File: src/hw/rtl/slc_pkg.sv
// Shared types, constants and helpers of the source line classifier.
// Depends on nothing; used by every RTL module of the block.
package slc_pkg;

    localparam int MAX_MARKER_LEN = 6;
    localparam int COUNT_WIDTH    = 32;
    localparam int WIN_W          = 8 * MAX_MARKER_LEN;
    localparam int FILL_W         = $clog2(MAX_MARKER_LEN + 1);
    localparam int MARK_W         = 64;

    // Length caps: bytes held by each marker register, bounded by the window.
    localparam int LINE_CAP  = (MAX_MARKER_LEN < 2) ? MAX_MARKER_LEN : 2;
    localparam int OPEN_CAP  = (MAX_MARKER_LEN < 6) ? MAX_MARKER_LEN : 6;
    localparam int CLOSE_CAP = (MAX_MARKER_LEN < 4) ? MAX_MARKER_LEN : 4;

    localparam int OUT_CNT_W = 32;
    localparam int OUT_BITS  = 2 + 3 * OUT_CNT_W;
    localparam int OUT_W     = ((OUT_BITS + 7) / 8) * 8;

    localparam int ADDR_W = 6;
    localparam int DATA_W = 64;

    localparam logic [7:0] NEWLINE = 8'd10;

    // Register indexes (byte address divided by eight).
    localparam logic [2:0] REG_LINE_MARKER     = 3'd0;
    localparam logic [2:0] REG_LINE_MARKER_LEN = 3'd1;
    localparam logic [2:0] REG_BLOCK_OPEN      = 3'd2;
    localparam logic [2:0] REG_BLOCK_OPEN_LEN  = 3'd3;
    localparam logic [2:0] REG_BLOCK_CLOSE     = 3'd4;
    localparam logic [2:0] REG_BLOCK_CLOSE_LEN = 3'd5;

    typedef enum logic [1:0] {
        KIND_EMPTY   = 2'd0,
        KIND_COMMENT = 2'd1,
        KIND_CODE    = 2'd2
    } kind_t;

    typedef struct packed {
        logic [15:0] line_marker;
        logic [1:0]  line_marker_len;
        logic [47:0] block_open;
        logic [2:0]  block_open_len;
        logic [31:0] block_close;
        logic [2:0]  block_close_len;
    } cfg_t;

    // Scan state carried between iterations of the scan unit.
    typedef struct packed {
        logic [FILL_W-1:0] skip;
        logic              blk_active;
        logic              saw_code;
        logic              line_hit;
    } scan_flags_t;

    typedef struct packed {
        logic [COUNT_WIDTH-1:0] code;
        logic [COUNT_WIDTH-1:0] comment;
        logic [COUNT_WIDTH-1:0] empty;
    } counts_t;

    function automatic logic is_space(logic [7:0] b);
        return (b == 8'd32) || ((b >= 8'd9) && (b <= 8'd13));
    endfunction

endpackage

File: src/hw/rtl/slc_scan_unit.sv
// Shared scan step: tests the window head against the configured markers.
// Depends on slc_pkg.
module slc_scan_unit (
    input  logic [slc_pkg::WIN_W-1:0]  window_i,
    input  logic [slc_pkg::FILL_W-1:0] fill_i,
    input  slc_pkg::scan_flags_t       flags_i,
    input  slc_pkg::cfg_t              cfg_i,
    output logic [slc_pkg::WIN_W-1:0]  window_o,
    output logic [slc_pkg::FILL_W-1:0] fill_o,
    output slc_pkg::scan_flags_t       flags_o
);

    logic [slc_pkg::FILL_W-1:0] line_len;
    logic [slc_pkg::FILL_W-1:0] open_len;
    logic [slc_pkg::FILL_W-1:0] close_len;
    logic                       line_hit;
    logic                       open_hit;
    logic                       close_hit;

    function automatic logic [slc_pkg::FILL_W-1:0] clamp_len(logic [2:0] len, int cap);
        int n;
        n = int'(len);
        if (n > cap) begin
            n = cap;
        end
        return slc_pkg::FILL_W'(n);
    endfunction

    function automatic logic marker_at_head(logic [slc_pkg::WIN_W-1:0]  win,
                                            logic [slc_pkg::FILL_W-1:0] fill,
                                            logic [slc_pkg::MARK_W-1:0] mark,
                                            logic [slc_pkg::FILL_W-1:0] len);
        logic ok;
        ok = (len != '0) && (len <= fill);
        for (int k = 0; k < slc_pkg::MAX_MARKER_LEN; k++) begin
            if ((slc_pkg::FILL_W'(k) < len) && (win[8*k +: 8] != mark[8*k +: 8])) begin
                ok = 1'b0;
            end
        end
        return ok;
    endfunction

    assign line_len  = clamp_len({1'b0, cfg_i.line_marker_len}, slc_pkg::LINE_CAP);
    assign open_len  = clamp_len(cfg_i.block_open_len, slc_pkg::OPEN_CAP);
    assign close_len = clamp_len(cfg_i.block_close_len, slc_pkg::CLOSE_CAP);

    assign line_hit  = marker_at_head(window_i, fill_i,
                                      slc_pkg::MARK_W'(cfg_i.line_marker), line_len);
    assign open_hit  = marker_at_head(window_i, fill_i,
                                      slc_pkg::MARK_W'(cfg_i.block_open), open_len);
    assign close_hit = marker_at_head(window_i, fill_i,
                                      slc_pkg::MARK_W'(cfg_i.block_close), close_len);

    always_comb begin
        flags_o = flags_i;
        if (flags_i.skip != '0) begin
            flags_o.skip = flags_i.skip - 1'b1;
        end else if (flags_i.line_hit) begin
            flags_o = flags_i;
        end else if (flags_i.blk_active) begin
            if (close_hit) begin
                flags_o.blk_active = 1'b0;
                flags_o.skip       = close_len - 1'b1;
            end
        end else if (open_hit) begin
            flags_o.blk_active = 1'b1;
            flags_o.skip       = open_len - 1'b1;
        end else if (line_hit) begin
            flags_o.line_hit = 1'b1;
        end else if (!slc_pkg::is_space(window_i[7:0])) begin
            flags_o.saw_code = 1'b1;
        end
    end

    // Drop the head byte.
    assign window_o = window_i >> 8;
    assign fill_o   = fill_i - 1'b1;

endmodule

File: src/hw/rtl/slc_line_counters.sv
// Per-file saturating counters of empty, comment and code lines.
// Depends on slc_pkg.
module slc_line_counters (
    input  logic                aclk,
    input  logic                aresetn,
    input  logic                bump_i,
    input  slc_pkg::kind_t      kind_i,
    input  logic                clear_i,
    output slc_pkg::counts_t    counts_next_o
);

    slc_pkg::counts_t counts_reg;

    function automatic logic [slc_pkg::COUNT_WIDTH-1:0] sat_inc(
        logic [slc_pkg::COUNT_WIDTH-1:0] v);
        return (&v) ? v : v + 1'b1;
    endfunction

    always_comb begin
        counts_next_o = counts_reg;
        case (kind_i)
            slc_pkg::KIND_EMPTY:   counts_next_o.empty   = sat_inc(counts_reg.empty);
            slc_pkg::KIND_COMMENT: counts_next_o.comment = sat_inc(counts_reg.comment);
            slc_pkg::KIND_CODE:    counts_next_o.code    = sat_inc(counts_reg.code);
            default:               counts_next_o = counts_reg;
        endcase
    end

    always_ff @(posedge aclk) begin
        if (!aresetn) begin
            counts_reg <= '0;
        end else if (bump_i) begin
            // Clear at end of file, after the last line has been reported.
            counts_reg <= clear_i ? '0 : counts_next_o;
        end
    end

endmodule

File: src/hw/rtl/source_line_classifier.sv
// Source line classifier top level: byte stream in, one item per ended line out.
// Input stalls for a scan step when the 6-byte lookahead window is full, and from a
// line-ending byte until its result is handed over. After that byte is taken, the
// single shared scan unit scans out each of the 1 to 6 window bytes in S_DRAIN, then
// S_EMIT loads the result, waiting while an earlier result is still stalled.
// Reset (aresetn low, synchronous): registers to "//" 2 "/*" 2 "*/" 2, state cleared.
module source_line_classifier (
    input  logic                          aclk,
    input  logic                          aresetn,
    // input stream
    input  logic                          s_tvalid,
    output logic                          s_tready,
    input  logic [7:0]                    s_tdata,   // [7:0] char_byte
    input  logic                          s_tlast,   // last_in_file
    // result stream
    output logic                          m_tvalid,
    input  logic                          m_tready,
    // [1:0] line_kind, [33:2] empty_count, [65:34] comment_count,
    // [97:66] code_count, [103:98] zero
    output logic [slc_pkg::OUT_W-1:0]     m_tdata,
    output logic                          m_tlast,   // file_done
    // configuration
    input  logic                          psel,
    input  logic                          penable,
    input  logic                          pwrite,
    input  logic [slc_pkg::ADDR_W-1:0]    paddr,
    input  logic [slc_pkg::DATA_W-1:0]    pwdata,
    output logic [slc_pkg::DATA_W-1:0]    prdata,
    output logic                          pready
);

    typedef enum logic [1:0] {
        S_IDLE,   // take a byte
        S_SCAN,   // scan one head byte to free a window slot
        S_DRAIN,  // scan out the rest of the line
        S_EMIT    // classify the line and hand the result over
    } state_t;

    state_t                      state_reg, state_next;
    slc_pkg::cfg_t               cfg_reg, cfg_next;
    logic [slc_pkg::WIN_W-1:0]   window_reg, window_next;
    logic [slc_pkg::FILL_W-1:0]  fill_reg, fill_next;
    slc_pkg::scan_flags_t        flags_reg, flags_next;
    logic                        nonspace_reg, nonspace_next;
    logic                        line_open_reg, line_open_next;
    logic                        blk_start_reg, blk_start_next;
    logic                        last_reg, last_next;
    logic                        m_tvalid_reg, m_tvalid_next;
    logic [slc_pkg::OUT_W-1:0]   m_tdata_reg, m_tdata_next;
    logic                        m_tlast_reg, m_tlast_next;

    logic [slc_pkg::WIN_W-1:0]   scan_window;
    logic [slc_pkg::FILL_W-1:0]  scan_fill;
    slc_pkg::scan_flags_t        scan_flags;
    slc_pkg::counts_t            counts_next;
    slc_pkg::kind_t              kind;
    logic                        s_fire;
    logic                        emit_fire;
    logic                        cfg_write;
    logic                        line_end;
    logic [2:0]                  reg_index;

    assign reg_index = paddr[5:3];
    assign cfg_write = psel && penable && pwrite && pready;
    assign pready    = 1'b1;

    assign s_tready  = (state_reg == S_IDLE);
    assign s_fire    = s_tvalid && s_tready;
    assign line_end  = s_tlast || (s_tdata == slc_pkg::NEWLINE);
    assign emit_fire = (state_reg == S_EMIT) && (!m_tvalid_reg || m_tready);

    assign m_tvalid = m_tvalid_reg;
    assign m_tdata  = m_tdata_reg;
    assign m_tlast  = m_tlast_reg;

    // One marker test per cycle, shared by window-full scans and line drains.
    slc_scan_unit u_scan (
        .window_i (window_reg),
        .fill_i   (fill_reg),
        .flags_i  (flags_reg),
        .cfg_i    (cfg_reg),
        .window_o (scan_window),
        .fill_o   (scan_fill),
        .flags_o  (scan_flags)
    );

    slc_line_counters u_counters (
        .aclk          (aclk),
        .aresetn       (aresetn),
        .bump_i        (emit_fire),
        .kind_i        (kind),
        .clear_i       (last_reg),
        .counts_next_o (counts_next)
    );

    // Line kind from the state left after the drain.
    always_comb begin
        if (!nonspace_reg) begin
            kind = slc_pkg::KIND_EMPTY;
        end else if (flags_reg.blk_active) begin
            kind = slc_pkg::KIND_COMMENT;
        end else if (flags_reg.saw_code) begin
            kind = slc_pkg::KIND_CODE;
        end else begin
            kind = slc_pkg::KIND_COMMENT;
        end
    end

    // Register read-back.
    always_comb begin
        unique case (reg_index)
            slc_pkg::REG_LINE_MARKER:     prdata = slc_pkg::DATA_W'(cfg_reg.line_marker);
            slc_pkg::REG_LINE_MARKER_LEN: prdata = slc_pkg::DATA_W'(cfg_reg.line_marker_len);
            slc_pkg::REG_BLOCK_OPEN:      prdata = slc_pkg::DATA_W'(cfg_reg.block_open);
            slc_pkg::REG_BLOCK_OPEN_LEN:  prdata = slc_pkg::DATA_W'(cfg_reg.block_open_len);
            slc_pkg::REG_BLOCK_CLOSE:     prdata = slc_pkg::DATA_W'(cfg_reg.block_close);
            slc_pkg::REG_BLOCK_CLOSE_LEN: prdata = slc_pkg::DATA_W'(cfg_reg.block_close_len);
            default:                      prdata = '0;
        endcase
    end

    // Register writes; values are masked to the register width.
    always_comb begin
        cfg_next = cfg_reg;
        if (cfg_write) begin
            unique case (reg_index)
                slc_pkg::REG_LINE_MARKER:     cfg_next.line_marker     = pwdata[15:0];
                slc_pkg::REG_LINE_MARKER_LEN: cfg_next.line_marker_len = pwdata[1:0];
                slc_pkg::REG_BLOCK_OPEN:      cfg_next.block_open      = pwdata[47:0];
                slc_pkg::REG_BLOCK_OPEN_LEN:  cfg_next.block_open_len  = pwdata[2:0];
                slc_pkg::REG_BLOCK_CLOSE:     cfg_next.block_close     = pwdata[31:0];
                slc_pkg::REG_BLOCK_CLOSE_LEN: cfg_next.block_close_len = pwdata[2:0];
                default:                      cfg_next = cfg_reg;
            endcase
        end
    end

    // Sequencer.
    always_comb begin
        state_next     = state_reg;
        window_next    = window_reg;
        fill_next      = fill_reg;
        flags_next     = flags_reg;
        nonspace_next  = nonspace_reg;
        line_open_next = line_open_reg;
        blk_start_next = blk_start_reg;
        last_next      = last_reg;
        m_tvalid_next  = m_tvalid_reg && !m_tready;
        m_tdata_next   = m_tdata_reg;
        m_tlast_next   = m_tlast_reg;

        unique case (state_reg)
            S_IDLE: begin
                if (s_fire) begin
                    // Remember block state at the first byte of a line, so a
                    // blank line can restore it.
                    if (!line_open_reg) begin
                        line_open_next = 1'b1;
                        blk_start_next = flags_reg.blk_active;
                    end
                    if (!slc_pkg::is_space(s_tdata)) begin
                        nonspace_next = 1'b1;
                    end
                    // Append the byte at the tail of the window.
                    for (int i = 0; i < slc_pkg::MAX_MARKER_LEN; i++) begin
                        if (fill_reg == slc_pkg::FILL_W'(i)) begin
                            window_next[8*i +: 8] = s_tdata;
                        end
                    end
                    fill_next = fill_reg + 1'b1;
                    last_next = s_tlast;
                    if (line_end) begin
                        state_next = S_DRAIN;
                    end else if (fill_next == slc_pkg::FILL_W'(slc_pkg::MAX_MARKER_LEN)) begin
                        state_next = S_SCAN;
                    end
                end
            end
            S_SCAN: begin
                window_next = scan_window;
                fill_next   = scan_fill;
                flags_next  = scan_flags;
                state_next  = S_IDLE;
            end
            S_DRAIN: begin
                if (fill_reg != '0) begin
                    window_next = scan_window;
                    fill_next   = scan_fill;
                    flags_next  = scan_flags;
                end else begin
                    state_next = S_EMIT;
                end
            end
            S_EMIT: begin
                if (emit_fire) begin
                    m_tvalid_next = 1'b1;
                    m_tlast_next  = last_reg;
                    m_tdata_next  = slc_pkg::OUT_W'({
                        slc_pkg::OUT_CNT_W'(counts_next.code),
                        slc_pkg::OUT_CNT_W'(counts_next.comment),
                        slc_pkg::OUT_CNT_W'(counts_next.empty),
                        kind});
                    // Blank lines leave the block state as it was at line start.
                    if (!nonspace_reg) begin
                        flags_next.blk_active = blk_start_reg;
                    end
                    // Clear line state; at end of file drop block state too.
                    window_next         = '0;
                    fill_next           = '0;
                    flags_next.skip     = '0;
                    flags_next.saw_code = 1'b0;
                    flags_next.line_hit = 1'b0;
                    nonspace_next       = 1'b0;
                    line_open_next      = 1'b0;
                    if (last_reg) begin
                        flags_next.blk_active = 1'b0;
                        blk_start_next        = 1'b0;
                    end
                    state_next = S_IDLE;
                end
            end
            default: state_next = S_IDLE;
        endcase
    end

    always_ff @(posedge aclk) begin
        if (!aresetn) begin
            state_reg     <= S_IDLE;
            cfg_reg       <= '{line_marker: 16'd12079, line_marker_len: 2'd2,
                               block_open: 48'd10799, block_open_len: 3'd2,
                               block_close: 32'd12074, block_close_len: 3'd2};
            window_reg    <= '0;
            fill_reg      <= '0;
            flags_reg     <= '0;
            nonspace_reg  <= 1'b0;
            line_open_reg <= 1'b0;
            blk_start_reg <= 1'b0;
            last_reg      <= 1'b0;
            m_tvalid_reg  <= 1'b0;
            m_tlast_reg   <= 1'b0;
        end else begin
            state_reg     <= state_next;
            cfg_reg       <= cfg_next;
            window_reg    <= window_next;
            fill_reg      <= fill_next;
            flags_reg     <= flags_next;
            nonspace_reg  <= nonspace_next;
            line_open_reg <= line_open_next;
            blk_start_reg <= blk_start_next;
            last_reg      <= last_next;
            m_tvalid_reg  <= m_tvalid_next;
            m_tlast_reg   <= m_tlast_next;
        end
        m_tdata_reg <= m_tdata_next;
    end

endmodule

File: config.mk
export PLATFORM = sky130hd
export DESIGN_NAME = source_line_classifier
export DESIGN_NICKNAME = d
export VERILOG_FILES = /design/src/hw/rtl/slc_pkg.sv /design/src/hw/rtl/slc_scan_unit.sv /design/src/hw/rtl/slc_line_counters.sv /design/src/hw/rtl/source_line_classifier.sv
export SDC_FILE = /design/constraint.sdc
export NUM_CORES = 1
export LEC_CHECK = 0
export BUFFER_PORTS_ARGS = -buffer_cell sky130_fd_sc_hd__buf_2
export CAP_MARGIN = 25
export CORE_UTILIZATION = 51
export CTS_CLUSTER_SIZE = 16
export DETAILED_ROUTE_END_ITERATION = 10
export PLACE_DENSITY = 0.72
export SLEW_MARGIN = 20
export SYNTH_ARGS = -nofsm -noshare
export SYNTH_HDL_FRONTEND = slang
export SYNTH_SLANG_ARGS = --single-unit
File: constraint.sdc
create_clock -name aclk -period 16.15 [get_ports aclk]
set_clock_uncertainty 0.15 [all_clocks]
set_input_delay 3.23 -clock aclk [delete_from_list [all_inputs] [get_ports aclk]]
set_output_delay 3.23 -clock aclk [all_outputs]
set_load 0.03 [all_outputs]
; After elaboration in Yosys (flattened, before gate mapping)
; Index checks and enable logic that the tools add are counted.
[totals]
inputBits = 86
output_inout_bits = 172
wordCells = 264
regBits = 363
[classes]
add_sub_neg = 8
mux = 81
n_eq_ne = 46
magnitude_cmp = 28
reduce_logical = 73
[ops]
columns = op, count
row1 = $pmux W48 S6, 1
row2 = $mux W32, 6
row3 = $pmux W48 S4, 1
row4 = $mux W48, 3
row5 = $add A32 B1 Y32 const B, 3
row6 = $mux W96, 1
row7 = $ne A8 B8 Y1, 12
row8 = $reduce_and A32 Y1, 3
row9 = $mux W8, 6
row10 = $reduce_and A4 Y1, 9
row11 = $mux W1, 33
row12 = $reduce_bool A8 Y1, 4
row13 = $logic_and A1 B1 Y1, 28
row14 = $mux W2, 11
row15 = $mux W3, 7
row16 = $mux W6, 3
row17 = $pmux W6 S3, 1
row18 = $reduce_bool A3 Y1, 6
row19 = $eq A8 B6 Y1 const B, 2
row20 = $ge A8 B4 Y1 const B, 2
row21 = $le A8 B4 Y1 const B, 2
row22 = $reduce_and A2 Y1, 8
row23 = $eq A3 B3 Y1 const B, 5
row24 = $ne A2 B1 Y1 const B, 7
row25 = other kinds (31), 72

; Longest topological paths before layout
; Gate-level depths: netlist (run 1).
[logic_depth]
word_depth = 17
ltp_mapped = 11
ltp_nobuf = 11

; Cells and area by module
; Synthesis (run 1) repeated with hierarchy kept, for this count alone.
[hier_totals]
hier_cells = 2185
hier_area_um2 = 19152.1
[by_module_without_submodules]
columns = mod, n_inst, seq_area_each_um2, cells_each, area_per_inst_um2
row1 = source_line_classifier, 1, 6326.1, 1040, 10470.0
row2 = slc_line_counters, 1, 1921.8, 868, 6567.5
row3 = slc_scan_unit, 1, 0.0, 277, 2114.5

; Worst setup path before layout (run 1)
; Ideal clock, no wire load.
[synth_timing]
kind = in2out
start = input port paddr[4] (netlist bit)
end = output port prdata[10] (netlist bit)
arrival_time_ps = 4953
stages = 7
n_path_buf = 3
slack_ps = 7817
required_time_ps = 12770
cell_sequence = clkbuf_1 -> buf_1 -> clkbuf_1 -> mux2i_1 -> nor2_1 -> a21oi_1 -> nor2_1
[synth_between]
elab_chain_len = 2
elab_cells_between_ends = 7
classes_between = 5 x eq/ne / 1 x mux / 1 x reduce/logical
[synth_rtl]
columns = element, line
row1 = "start, declared", source_line_classifier.sv:26  ; input logic [slc_pkg::ADDR_W-1:0] paddr,
row2 = "$eq A3 B3 Y1, or another cell as far along", source_line_classifier.sv:111  ; unique case (reg_index)
row3 = $pmux W48 S6 (*), source_line_classifier.sv:111
row4 = "end, declared", source_line_classifier.sv:28  ; output logic [slc_pkg::DATA_W-1:0] prdata,
; Mark *: on every way between the ends. The rest lies on a longest branch, timed or not.

; Worst setup path after layout (run 1)
[layout_timing]
start = input port paddr[4] (netlist bit)
end = output port prdata[20] (netlist bit)
; Same word-level chain as after synthesis.

==> summary.txt, run 1 <==
WL final: 45600 µm
Pre-CTS WS: 7530 ps
Sink Count: 363
Largest net degree at the start of global routing: 102
Final setup margin: 7510 ps
Post-synth top flop: dfxtp_1
Max FO, Critical Path: 26
Clock Latency Late Sink: 530 ps
FF+latch count, synth: 363
Post-Synthesis Cell Area: 18200 µm²
Cells along the critical path: buf_2, nand2b_1, nor2_1, buf_4, a22o_1, buf_2
Hold Crit Class: reg2reg
Dpl hpwl: 31000 µm
# DRC: 0
Met2 Use GR: 42.2%
Pwr/cell area: 135 nW/µm²
Total negative slack: 0 ps
Num CTS Buffers: 40
First-pass GRT wire length: 72900 µm
Unrepaired setup endpoints after global routing: no
Max-slew headroom: 31.6%
Worst path top cell family by delay: buffers and inverters
FMAX: 0.116 GHz
Register area share after synthesis: 45.4%
Buffers & Inverters on Critical Path: 3
Crit Path Class: in2out
Root buffer cell: clkbuf_16
Total grt overflow: 0
CP arrival: 5260 ps
Global-route met3 utilization: 3.22%
Tmin final: 8640 ps
GRT Util Overall: 24.7%
Worst VDD drop: 0.0000902 V
Nature of the critical path endpoint: primary output
Synthesis Warnings: 0
Top-level port count: 258
Leading cell types in the layout, fill and taps excluded: 308 x nand2_1, 265 x dfxtp_1, 215 x buf_2, 151 x a21oi_1, 150 x nor2_1
Ys async rst share: 0%
Setup bufs post-CTS: 0
Max reg flops: 104
Cts hold-fix bufs: 0
Post-synth EDFFs: 98
Die area: 36400 µm²
RePlAce Congestion: 0.912
Routed len/inst: 17.1 µm
Most frequent CP cell: buf_2
Die Y: 191 µm
Most common cell after layout, fill and taps aside: nand2_1
Post-route antenna net violation count: 0
CP Data Required Time: 12770 ps
CTS max path bufs: 3
Status: completed
CP max-delay cell: nor2_1
Max Slew Vio Count: 0
Initial antenna violation count: 1
Startpoint types: primary input
Worst slew pin tran: 1020 ps
CP max stage delay: 590 ps
Max-Cap Viols: 0
Core box area: 34800 µm²
Final period util: 53.5%
DRT iter0 DRCs: 1009
Initial core utilization: 52.3%
First-pass iteration count of the detailed router: 5
Nets: 2286
CTS H-tree lvls: 2
Vias in the first global route: 14100
Post-synthesis instance total: 2036
Reg clk slew, reported paths: 60 ps
Power Total: 2.81 mW
Hold Vio Cnt, Final: 0
Number of fill cells: 3084
Met1 usage: 32.4%
CTS tree: done
Antenna cells: 0
Finished Layout Cells: 2659
DIE WIDTH: 191 µm
Unique masters post-synth: 86
Total number of vias: 15100
Final setup fails: 0
Vias/cell: 5.68
Leakage: 8.04 nW
Share of cells above drive strength 1: 15.7%
GRT Max-Usage Layer: met2
Syn avg cell area: 8.93 µm²
DP Cell Count: 2580
Port Buf Inserts: 215
Post-CTS sizing: 0
Std-Cell Rows: 68
Finished Core Util: 59.7%
Area grow syn2layout: 14.3%
## tightest hold or removal path, cell delays in order (launching register included)
cell	delay [ps]
dfxtp_1	330
nand2_1	60
a21oi_1	50
## layer usage
metal | wire length (µm) | part of all wire, % | vias up
li1 | - | - | 7379
met2 | 21800 | 48 | 507
met3 | 2660 | 5.8 | 79
met1 | 19900 | 44 | 7143
met4 | 1180 | 2.6 | 2
met5 | 15 | 0.033 | -
## cell families after synthesis
logic type               synth area share, %
AO/OA/AOI/OAI                           15.8
XOR/XNOR                                9.14
adder cells (fa/ha/maj)                 1.93
buffers and inverters                   4.62
flip-flops                              45.4
multiplexers                            2.27
other                                 0.0413
AND/OR/NAND/NOR                         20.8
## cell usage after synthesis (25+ instances only)
cell / n / share of area, %
nor2_1: 152 / 3.1
ha_1: 28 / 1.9
a21boi_0: 30 / 1.2
nor3_1: 25 / 0.69
a211oi_1: 46 / 1.9
clkbuf_1: 109 / 2.2
nand2_1: 308 / 6.4
inv_1: 31 / 0.64
o21ai_0: 74 / 2.0
nand4_1: 26 / 0.89
a22o_1: 32 / 1.5
dfxtp_1: 265 / 29
xor2_1: 94 / 4.5
mux2i_1: 39 / 2.1
a21oi_1: 152 / 4.2
nand3_1: 69 / 1.9
and3_1: 42 / 1.4
xnor2_1: 94 / 4.5
nor2b_1: 29 / 1.0
edfxtp_1: 98 / 16
## layout make-up
| type | instances | area, µm² | area share, % |
|---|---|---|---|
| clock buffer | 57 | 1130 | 5.42 |
| clock inverter | 17 | 189 | 0.909 |
| inverter | 32 | 124 | 0.596 |
| multi-input combinational | 1498 | 9220 | 44.3 |
| sequential | 363 | 8250 | 39.7 |
| tap | 455 | 569 | 2.74 |
| timing repair buffer | 237 | 1310 | 6.31 |
## power by group
| part | switching (mW) | internal, mW |
|---|---|---|
| registers | 0.104 | 1.03 |
| logic | 0.496 | 0.262 |
| clock network | 0.375 | 0.538 |
| total | 0.976 | 1.83 |
## stage by stage
stage               instance area [µm²]  hold slack [ps]
floorplan                         18300              303
global route                      20800              358
finish                            20800              334
CTS                               20700              329
detailed placement                19400              320
global placement                  19300              317
## final timing paths
kind / from / endpoint / slack [ps] / cells past startpoint
setup / recovery: paddr[4] / prdata[20] / 7510 / 6
hold / removal: m_tlast / m_tlast / 330 / 2
setup reg to reg: state_reg[1] / u_counters.counts_reg[27] / 12490 / 8
hold reg to reg: m_tlast / m_tlast / 330 / 2
(Power assumes the default switching activity.)
==> run 2, diff against run 1 <==
--- a/config.mk
+++ b/config.mk
@@ -5,12 +5,13 @@
 export SDC_FILE = /design/constraint.sdc
 export NUM_CORES = 1
 export LEC_CHECK = 0
+export ABC_AREA = 1
 export BUFFER_PORTS_ARGS = -buffer_cell sky130_fd_sc_hd__buf_2
 export CAP_MARGIN = 25
 export CORE_UTILIZATION = 51
 export CTS_CLUSTER_SIZE = 16
 export DETAILED_ROUTE_END_ITERATION = 10
-export PLACE_DENSITY = 0.72
+export PLACE_DENSITY = 0.75
 export SLEW_MARGIN = 20
 export SYNTH_ARGS = -nofsm -noshare
 export SYNTH_HDL_FRONTEND = slang
==> constraint.sdc (replaced) <==
create_clock -name aclk -period 7.52 [get_ports aclk]
set_clock_uncertainty 0.15 [all_clocks]
set_input_delay 1.504 -clock aclk [delete_from_list [all_inputs] [get_ports aclk]]
set_output_delay 1.504 -clock aclk [all_outputs]
set_load 0.03 [all_outputs]
==> run 2 against run 1 <==
  * Sequential cell count did not move
  * Worst hold slack got worse by 11 ps
  * Setup slack got worse by 5400 ps
  * Sequential power rose by 120%
==> summary.txt, run 2 <==
Total negative slack: 0 ps (unchanged)
FF+latch count, synth: 363 (unchanged)
Post-route antenna net violation count: 0 (unchanged)
Max-slew headroom: 34.5% (+2.9 points)
Share of cells above drive strength 1: 14.8% (-0.93 points)
First-pass GRT wire length: 83600 µm (+15%)
Cell taking the most area after synthesis: dfxtp_1
Num CTS Buffers: 40 (unchanged)
Register area share after synthesis: 42.1% (-3.3 points)
R2r startpoint: m_tvalid
Core box area: 37800 µm² (+8.5%)
DP Cell Count: 3244 (+26%)
First-pass iteration count of the detailed router: 6 (+1)
Post-synth top flop: dfxtp_1
Startpoint types: primary input
Hold Crit Class: reg2reg
Clock Power Share: 31.9% (-0.6 points)
GRT Util Overall: 26.7% (+2.0 points)
WL final: 52300 µm (+15%)
DRT iter0 DRCs: 1264 (+25%)
Flip-flop and latch area: 8250 µm² (unchanged)
Combinational share of power: 30.4% (+3.4 points)
CP max stage delay: 670 ps (+80 ps)
FMAX: 0.185 GHz
Clock Latency Late Sink: 560 ps (+30 ps)
CP max-delay cell: inv_1
Nature of the critical path endpoint: primary output
Power Total: 6.54 mW (+130%)
Post-Synthesis Cell Area: 19600 µm² (+7.7%)
Worst VDD drop: 0.000198 V (+120%)
Final setup fails: 0 (unchanged)
RePlAce Congestion: 0.949 (+4.0%)
Vias/cell: 5.32 (-6.4%)
Worst slew pin tran: 983 ps (-35.3 ps)
DIE WIDTH: 198 µm (+3.7%)
Source of the critical timing path: paddr[3]
Sink Count: 363 (unchanged)
Unrepaired setup endpoints after global routing: no
Cells along the critical path: buf_2, nor2_1, nand2_1, inv_1, a221oi_1, o211ai_1, buf_2
Syn avg cell area: 7.46 µm² (-16%)
# DRC: 0 (unchanged)
Cts hold-fix bufs: 0 (unchanged)
Register-to-register setup slack: 4390 ps (-8100 ps)
CTS max path bufs: 3 (unchanged)
Pwr/cell area: 294 nW/µm² (+120%)
CP arrival: 3750 ps (-1510 ps)
Die Y: 198 µm (+3.7%)
Initial antenna violation count: 1 (unchanged)
Std-Cell Rows: 71 (+4.4%)
Hold Vio Cnt, Final: 0 (unchanged)
Max FO, Critical Path: 22 (-15%)
Seq pwr share: 37.7% (-2.8 points)
CTS tree: done
Worst reg2reg path endpoint: u_counters.counts_reg[40]
Max-Cap Viols: 0 (unchanged)
CP Data Required Time: 5870 ps (-6900 ps)
Top cell type's share of synthesized area: 27.1% (-2.1 points)
Post-synthesis instance total: 2626 (+29%)
Crit Path Class: in2out
Die area: 39200 µm² (+7.6%)
Vias in the first global route: 16100 (+14%)
Total grt overflow: 0 (unchanged)
Final period util: 71.9%
Routed len/inst: 15.8 µm (-8.0%)
Status: completed
CTS H-tree lvls: 2 (unchanged)
Leakage: 8.99 nW (+12%)
Max reg flops: 104 (unchanged)
Top-level port count: 258 (unchanged)
Most common cell in the netlist: nand2_1
Initial core utilization: 51.9% (-0.37 points)
Tmin final: 5400 ps
Ys async rst share: 0% (unchanged)
Post-CTS sizing: 0 (unchanged)
Total number of vias: 17600 (+17%)
Commonest cells in the netlist: 626 x nand2_1, 265 x dfxtp_1, 250 x nor2_1
Sw frac: 36.5% (+1.7 points)
Post-synth EDFFs: 98 (unchanged)
Psw: 2.38 mW (+140%)
Most frequent CP cell: buf_2
Worst R2R Path Depth: 8 (unchanged)
Area of the multi-input gates: 9690 µm² (+5.2%)
CP endpoint: prdata[0]
Pint: 4.15 mW (+130%)
Synthesis Warnings: 0 (unchanged)
Reg clk slew, reported paths: 50 ps (about the same)
Number of fill cells: 3486 (+13%)
Max Slew Vio Count: 0 (unchanged)
Port Buf Inserts: 215 (unchanged)
Dpl hpwl: 37400 µm (+21%)
Most common cell after layout, fill and taps aside: nand2_1
Ranking of synthesized cells by area: dfxtp_1 27%, edfxtp_1 15%, nand2_1 12%
Finished Layout Cells: 3316 (+25%)
Setup bufs post-CTS: 0 (unchanged)
WHS: 322 ps (-11.2 ps)
Unique masters post-synth: 62 (-28%)
Root buffer cell: clkbuf_16
Leading cell types in the layout, fill and taps excluded: 626 x nand2_1, 265 x dfxtp_1, 248 x nor2_1, 231 x inv_1, 214 x buf_2
Largest net degree at the start of global routing: 113 (+11%)
Nets: 2890 (+26%)
Area grow syn2layout: 13.6%
==> run 2: power by group through the flow <==
| stage | Sequential (mW) | Combinational (mW) | Clock, mW |
|---|---|---|---|
| finish | 2.46 | 1.99 | 2.09 |
| global route | 2.48 | 2.23 | 2.20 |
| CTS | 2.46 | 1.98 | 2.13 |
| detailed placement | 2.50 | 1.97 | 0 |
| global placement | 2.49 | 1.91 | 0 |
| floorplan | 2.53 | 1.46 | 0 |
==> run 2: critical path: cells and delay by family <==
| kind | cells | cell delay, ps |
|---|---|---|
| AND/OR/NAND/NOR | 2 | 580 |
| buffers and inverters | 3 | 1010 |
| AO/OA/AOI/OAI | 2 | 650 |
==> run 2: layer usage <==
metal	track usage [%]	wire, µm	share of wire [%]	vias up
met5	0	0	0	-
met4	8.73	1330	2.5	0
met3	4.55	3330	6.4	91
met2	43.8	24300	46	581
met1	35.5	23400	45	8132
li1	-	-	-	8838
==> run 2: per-stage QoR <==
| step | setup slack, ps | util, % | cell area, µm² |
|---|---|---|---|
| 6_report | 2120 | 58.9 | 22300 |
| 5_1_grt | 1940 | 58.9 | 22300 |
| 4_1_cts | 2110 | 58.9 | 22200 |
| 3_5_place_dp | 2120 | 55.2 | 20800 |
| 3_3_place_gp | 2160 | 55.2 | 20800 |
| 2_1_floorplan | 1770 | - | 19700 |
==> run 2: cell families after synthesis <==
kind of cell / share of synthesized area, %
xor gates and xnor gates: 6.96
and+or+nand+nor: 26.4
DFF: 42.1
buffers and inverters: 8.93
adders and majority gates: 1.79
other: 0.0383
AOI/OAI and AO/OA: 13.8
==> run 2: worst min-delay path by stage <==
stage,start,endpoint,cells past startpoint
floorplan,blk_start_reg,blk_start_reg,2
global placement,blk_start_reg,blk_start_reg,2
detailed placement,line_open_reg,line_open_reg,2
CTS,line_open_reg,line_open_reg,2
global route,line_open_reg,line_open_reg,2
finish,line_open_reg,line_open_reg,2
==> run 2: cell type report <==
cell class / instances / share of cell area, %
antenna: 1 / 0.0112
clock buffer: 48 / 4.91
clock inverter: 22 / 1.35
inverter: 280 / 4.76
multi-input combinational: 1859 / 43.6
sequential: 363 / 37.1
tap: 511 / 2.87
timing repair buffer: 232 / 5.48
==> run 3, diff against run 2 <==
--- a/config.mk
+++ b/config.mk
@@ -5,13 +5,13 @@
 export SDC_FILE = /design/constraint.sdc
 export NUM_CORES = 1
 export LEC_CHECK = 0
-export ABC_AREA = 1
+export ABC_AREA = 0
 export BUFFER_PORTS_ARGS = -buffer_cell sky130_fd_sc_hd__buf_2
 export CAP_MARGIN = 25
 export CORE_UTILIZATION = 51
 export CTS_CLUSTER_SIZE = 16
 export DETAILED_ROUTE_END_ITERATION = 10
-export PLACE_DENSITY = 0.75
+export PLACE_DENSITY = 0.72
 export SLEW_MARGIN = 20
 export SYNTH_ARGS = -nofsm -noshare
 export SYNTH_HDL_FRONTEND = slang
==> constraint.sdc (replaced) <==
create_clock -name aclk -period 5.64 [get_ports aclk]
set_clock_uncertainty 0.15 [all_clocks]
set_input_delay 1.128 -clock aclk [delete_from_list [all_inputs] [get_ports aclk]]
set_output_delay 1.128 -clock aclk [all_outputs]
set_load 0.03 [all_outputs]
==> run 3 against run 2 <==
  * Combinational power up 9.5%
  * Highest routed layer is now met5
  * Routed wire length down 13%
  * Non-clock buffer count up 8
  * Sequential cell count unchanged
==> summary.txt, run 3 (same netlist as run 1, synthesis figures left out) <==
Status: completed
Setup bufs post-CTS: 0 (unchanged)
Psw: 2.78 mW (+17%)
Post-route antenna net violation count: 0 (unchanged)
WHS: 335 ps (+12.6 ps)
Vias in the first global route: 14100 (-12%)
GRT Util Overall: 24.7% (-2.0 points)
Combinational share of power: 27.2% (-3.2 points)
Unrepaired setup endpoints after global routing: no
Std-Cell Rows: 68 (-4.2%)
Worst R2R Path Depth: 8 (unchanged)
Seq pwr share: 40.7% (+3.0 points)
DRT iter0 DRCs: 1153 (-8.8%)
Core box area: 34800 µm² (-7.8%)
Max FO, Critical Path: 26 (+18%)
Total number of vias: 15100 (-14%)
CP endpoint: prdata[2]
Pwr/cell area: 387 nW/µm² (+32%)
Worst reg2reg path endpoint: window_reg[13]
Hold Vio Cnt, Final: 0 (unchanged)
CTS H-tree lvls: 2 (unchanged)
Root buffer cell: clkbuf_16
First-pass GRT wire length: 72600 µm (-13%)
Worst slew pin tran: 1110 ps (+126 ps)
Worst Hold Depth: 2 (unchanged)
Reg clk slew, reported paths: 60 ps (about the same)
CTS tree: done
Final setup fails: 0 (unchanged)
Cell area after layout: 20700 µm² (-7.0%)
Clock Latency Late Sink: 540 ps (-20 ps)
Hold Crit Class: reg2reg
Post-CTS sizing: 0 (unchanged)
Nets: 2288 (-21%)
R2r startpoint: state_reg[0]
Max reg flops: 104 (unchanged)
Initial core utilization: 52.3% (+0.37 points)
Num CTS Buffers: 39 (-2.5%)
RePlAce Congestion: 0.902 (-4.9%)
Max-Cap Viols: 0 (unchanged)
CP Data Required Time: 4360 ps (-1510 ps)
Total negative slack: 0 ps (unchanged)
Sink Count: 363 (unchanged)
CP arrival: 2940 ps (-810 ps)
Port Buf Inserts: 215 (unchanged)
Area grow syn2layout: 13.8%
# DRC: 0 (unchanged)
DIE WIDTH: 191 µm (-3.6%)
Initial antenna violation count: 1 (unchanged)
Startpoint types: primary input
Crit Path Class: in2out
Pre-CTS WS: 1430 ps (-691 ps)
Leakage: 8.01 nW (-11%)
Source of the critical timing path: paddr[5]
Final setup margin: 1420 ps (-696 ps)
Tmin final: 4220 ps
Die Y: 191 µm (-3.6%)
Dpl hpwl: 31300 µm (-16%)
Pint: 5.22 mW (+26%)
Sw frac: 34.7% (-1.7 points)
Register-to-register setup slack: 2410 ps (-1980 ps)
Total grt overflow: 0 (unchanged)
WL final: 45600 µm (-13%)
Cts hold-fix bufs: 0 (unchanged)
FMAX: 0.237 GHz
Worst VDD drop: 0.000336 V (+70%)
Leading cell types in the layout, fill and taps excluded: 308 x nand2_1, 265 x dfxtp_1, 215 x buf_2, 151 x a21oi_1, 150 x nor2_1
Clock Power Share: 32.1% (+0.2 points)
Vias/cell: 5.68 (+6.8%)
DP Cell Count: 2587 (-20%)
CTS max path bufs: 3 (unchanged)
Finished Layout Cells: 2657 (-20%)
Die area: 36400 µm² (-7.1%)
First-pass iteration count of the detailed router: 5 (-1)
Share of cells above drive strength 1: 15.8% (+1.0 points)
Final period util: 74.8%
Max Slew Vio Count: 0 (unchanged)
Max-slew headroom: 24.2% (-10 points)
Largest net degree at the start of global routing: 94 (-17%)
Most common cell after layout, fill and taps aside: nand2_1
Routed len/inst: 17.2 µm (+8.8%)
Nature of the critical path endpoint: primary output
Top-level port count: 258 (unchanged)
DP Area: 19400 µm² (-6.9%)
## run 3: changes by cell type in the layout (fill, tap and decap cells not counted), moves of 31 or more
| cell | delta |
|---|---|
| nand2_1 | -318 |
| inv_1 | -202 |
| nor2_1 | -98 |
| o21ai_0 | -95 |
| nand3_1 | -56 |
| a211oi_1 | +42 |
| and3_1 | +42 |
| mux2i_1 | +39 |
| inv_2 | -31 |
## run 3: final cells by class
type | instances | area [µm²]
multi-input combinational | 1498 | 9210
timing repair buffer | 240 | 1260
sequential | 363 | 8250
inverter | 32 | 124
tap | 455 | 569
fill | 3033 | 14100
clock inverter | 14 | 161
clock buffer | 54 | 1110
antenna | 1 | 2.50
## run 3: critical path: stages
cell      delay (ps)
buf_2            440
nor2b_1          520
buf_4            280
a221oi_1          90
a21oi_1          220
buf_2            240
## run 3: power by group through the flow
stage                     logic, mW  registers, mW  clock network, mW
after global placement         2.10           3.29                  0
after detailed placement       2.15           3.31                  0
after floorplan                1.58           3.34                  0
final                          2.18           3.26               2.57
after global routing           2.40           3.28               2.71
after CTS                      2.17           3.25               2.61
## run 3: how the worst min path moves through the flow
stage	startpoint	to
after detailed placement	line_open_reg	line_open_reg
after global placement	line_open_reg	line_open_reg
after CTS	m_tlast	m_tlast
after global routing	m_tlast	m_tlast
after floorplan	line_open_reg	line_open_reg
final	cfg_reg[25]	cfg_reg[25]
## run 3: layer usage
metal	share of wire (%)	track usage, %
met1	43	32.3
met4	2.7	8.58
met5	0.022	0
met2	48	41.5
met3	6.0	3.37
## run 3: metrics by stage
step	utilization (%)	total power [mW]
finish	59.5	8.00
global route	59.5	8.40
floorplan	-	4.92
global placement	55.8	5.39
CTS	59.4	8.03
detailed placement	55.8	5.46
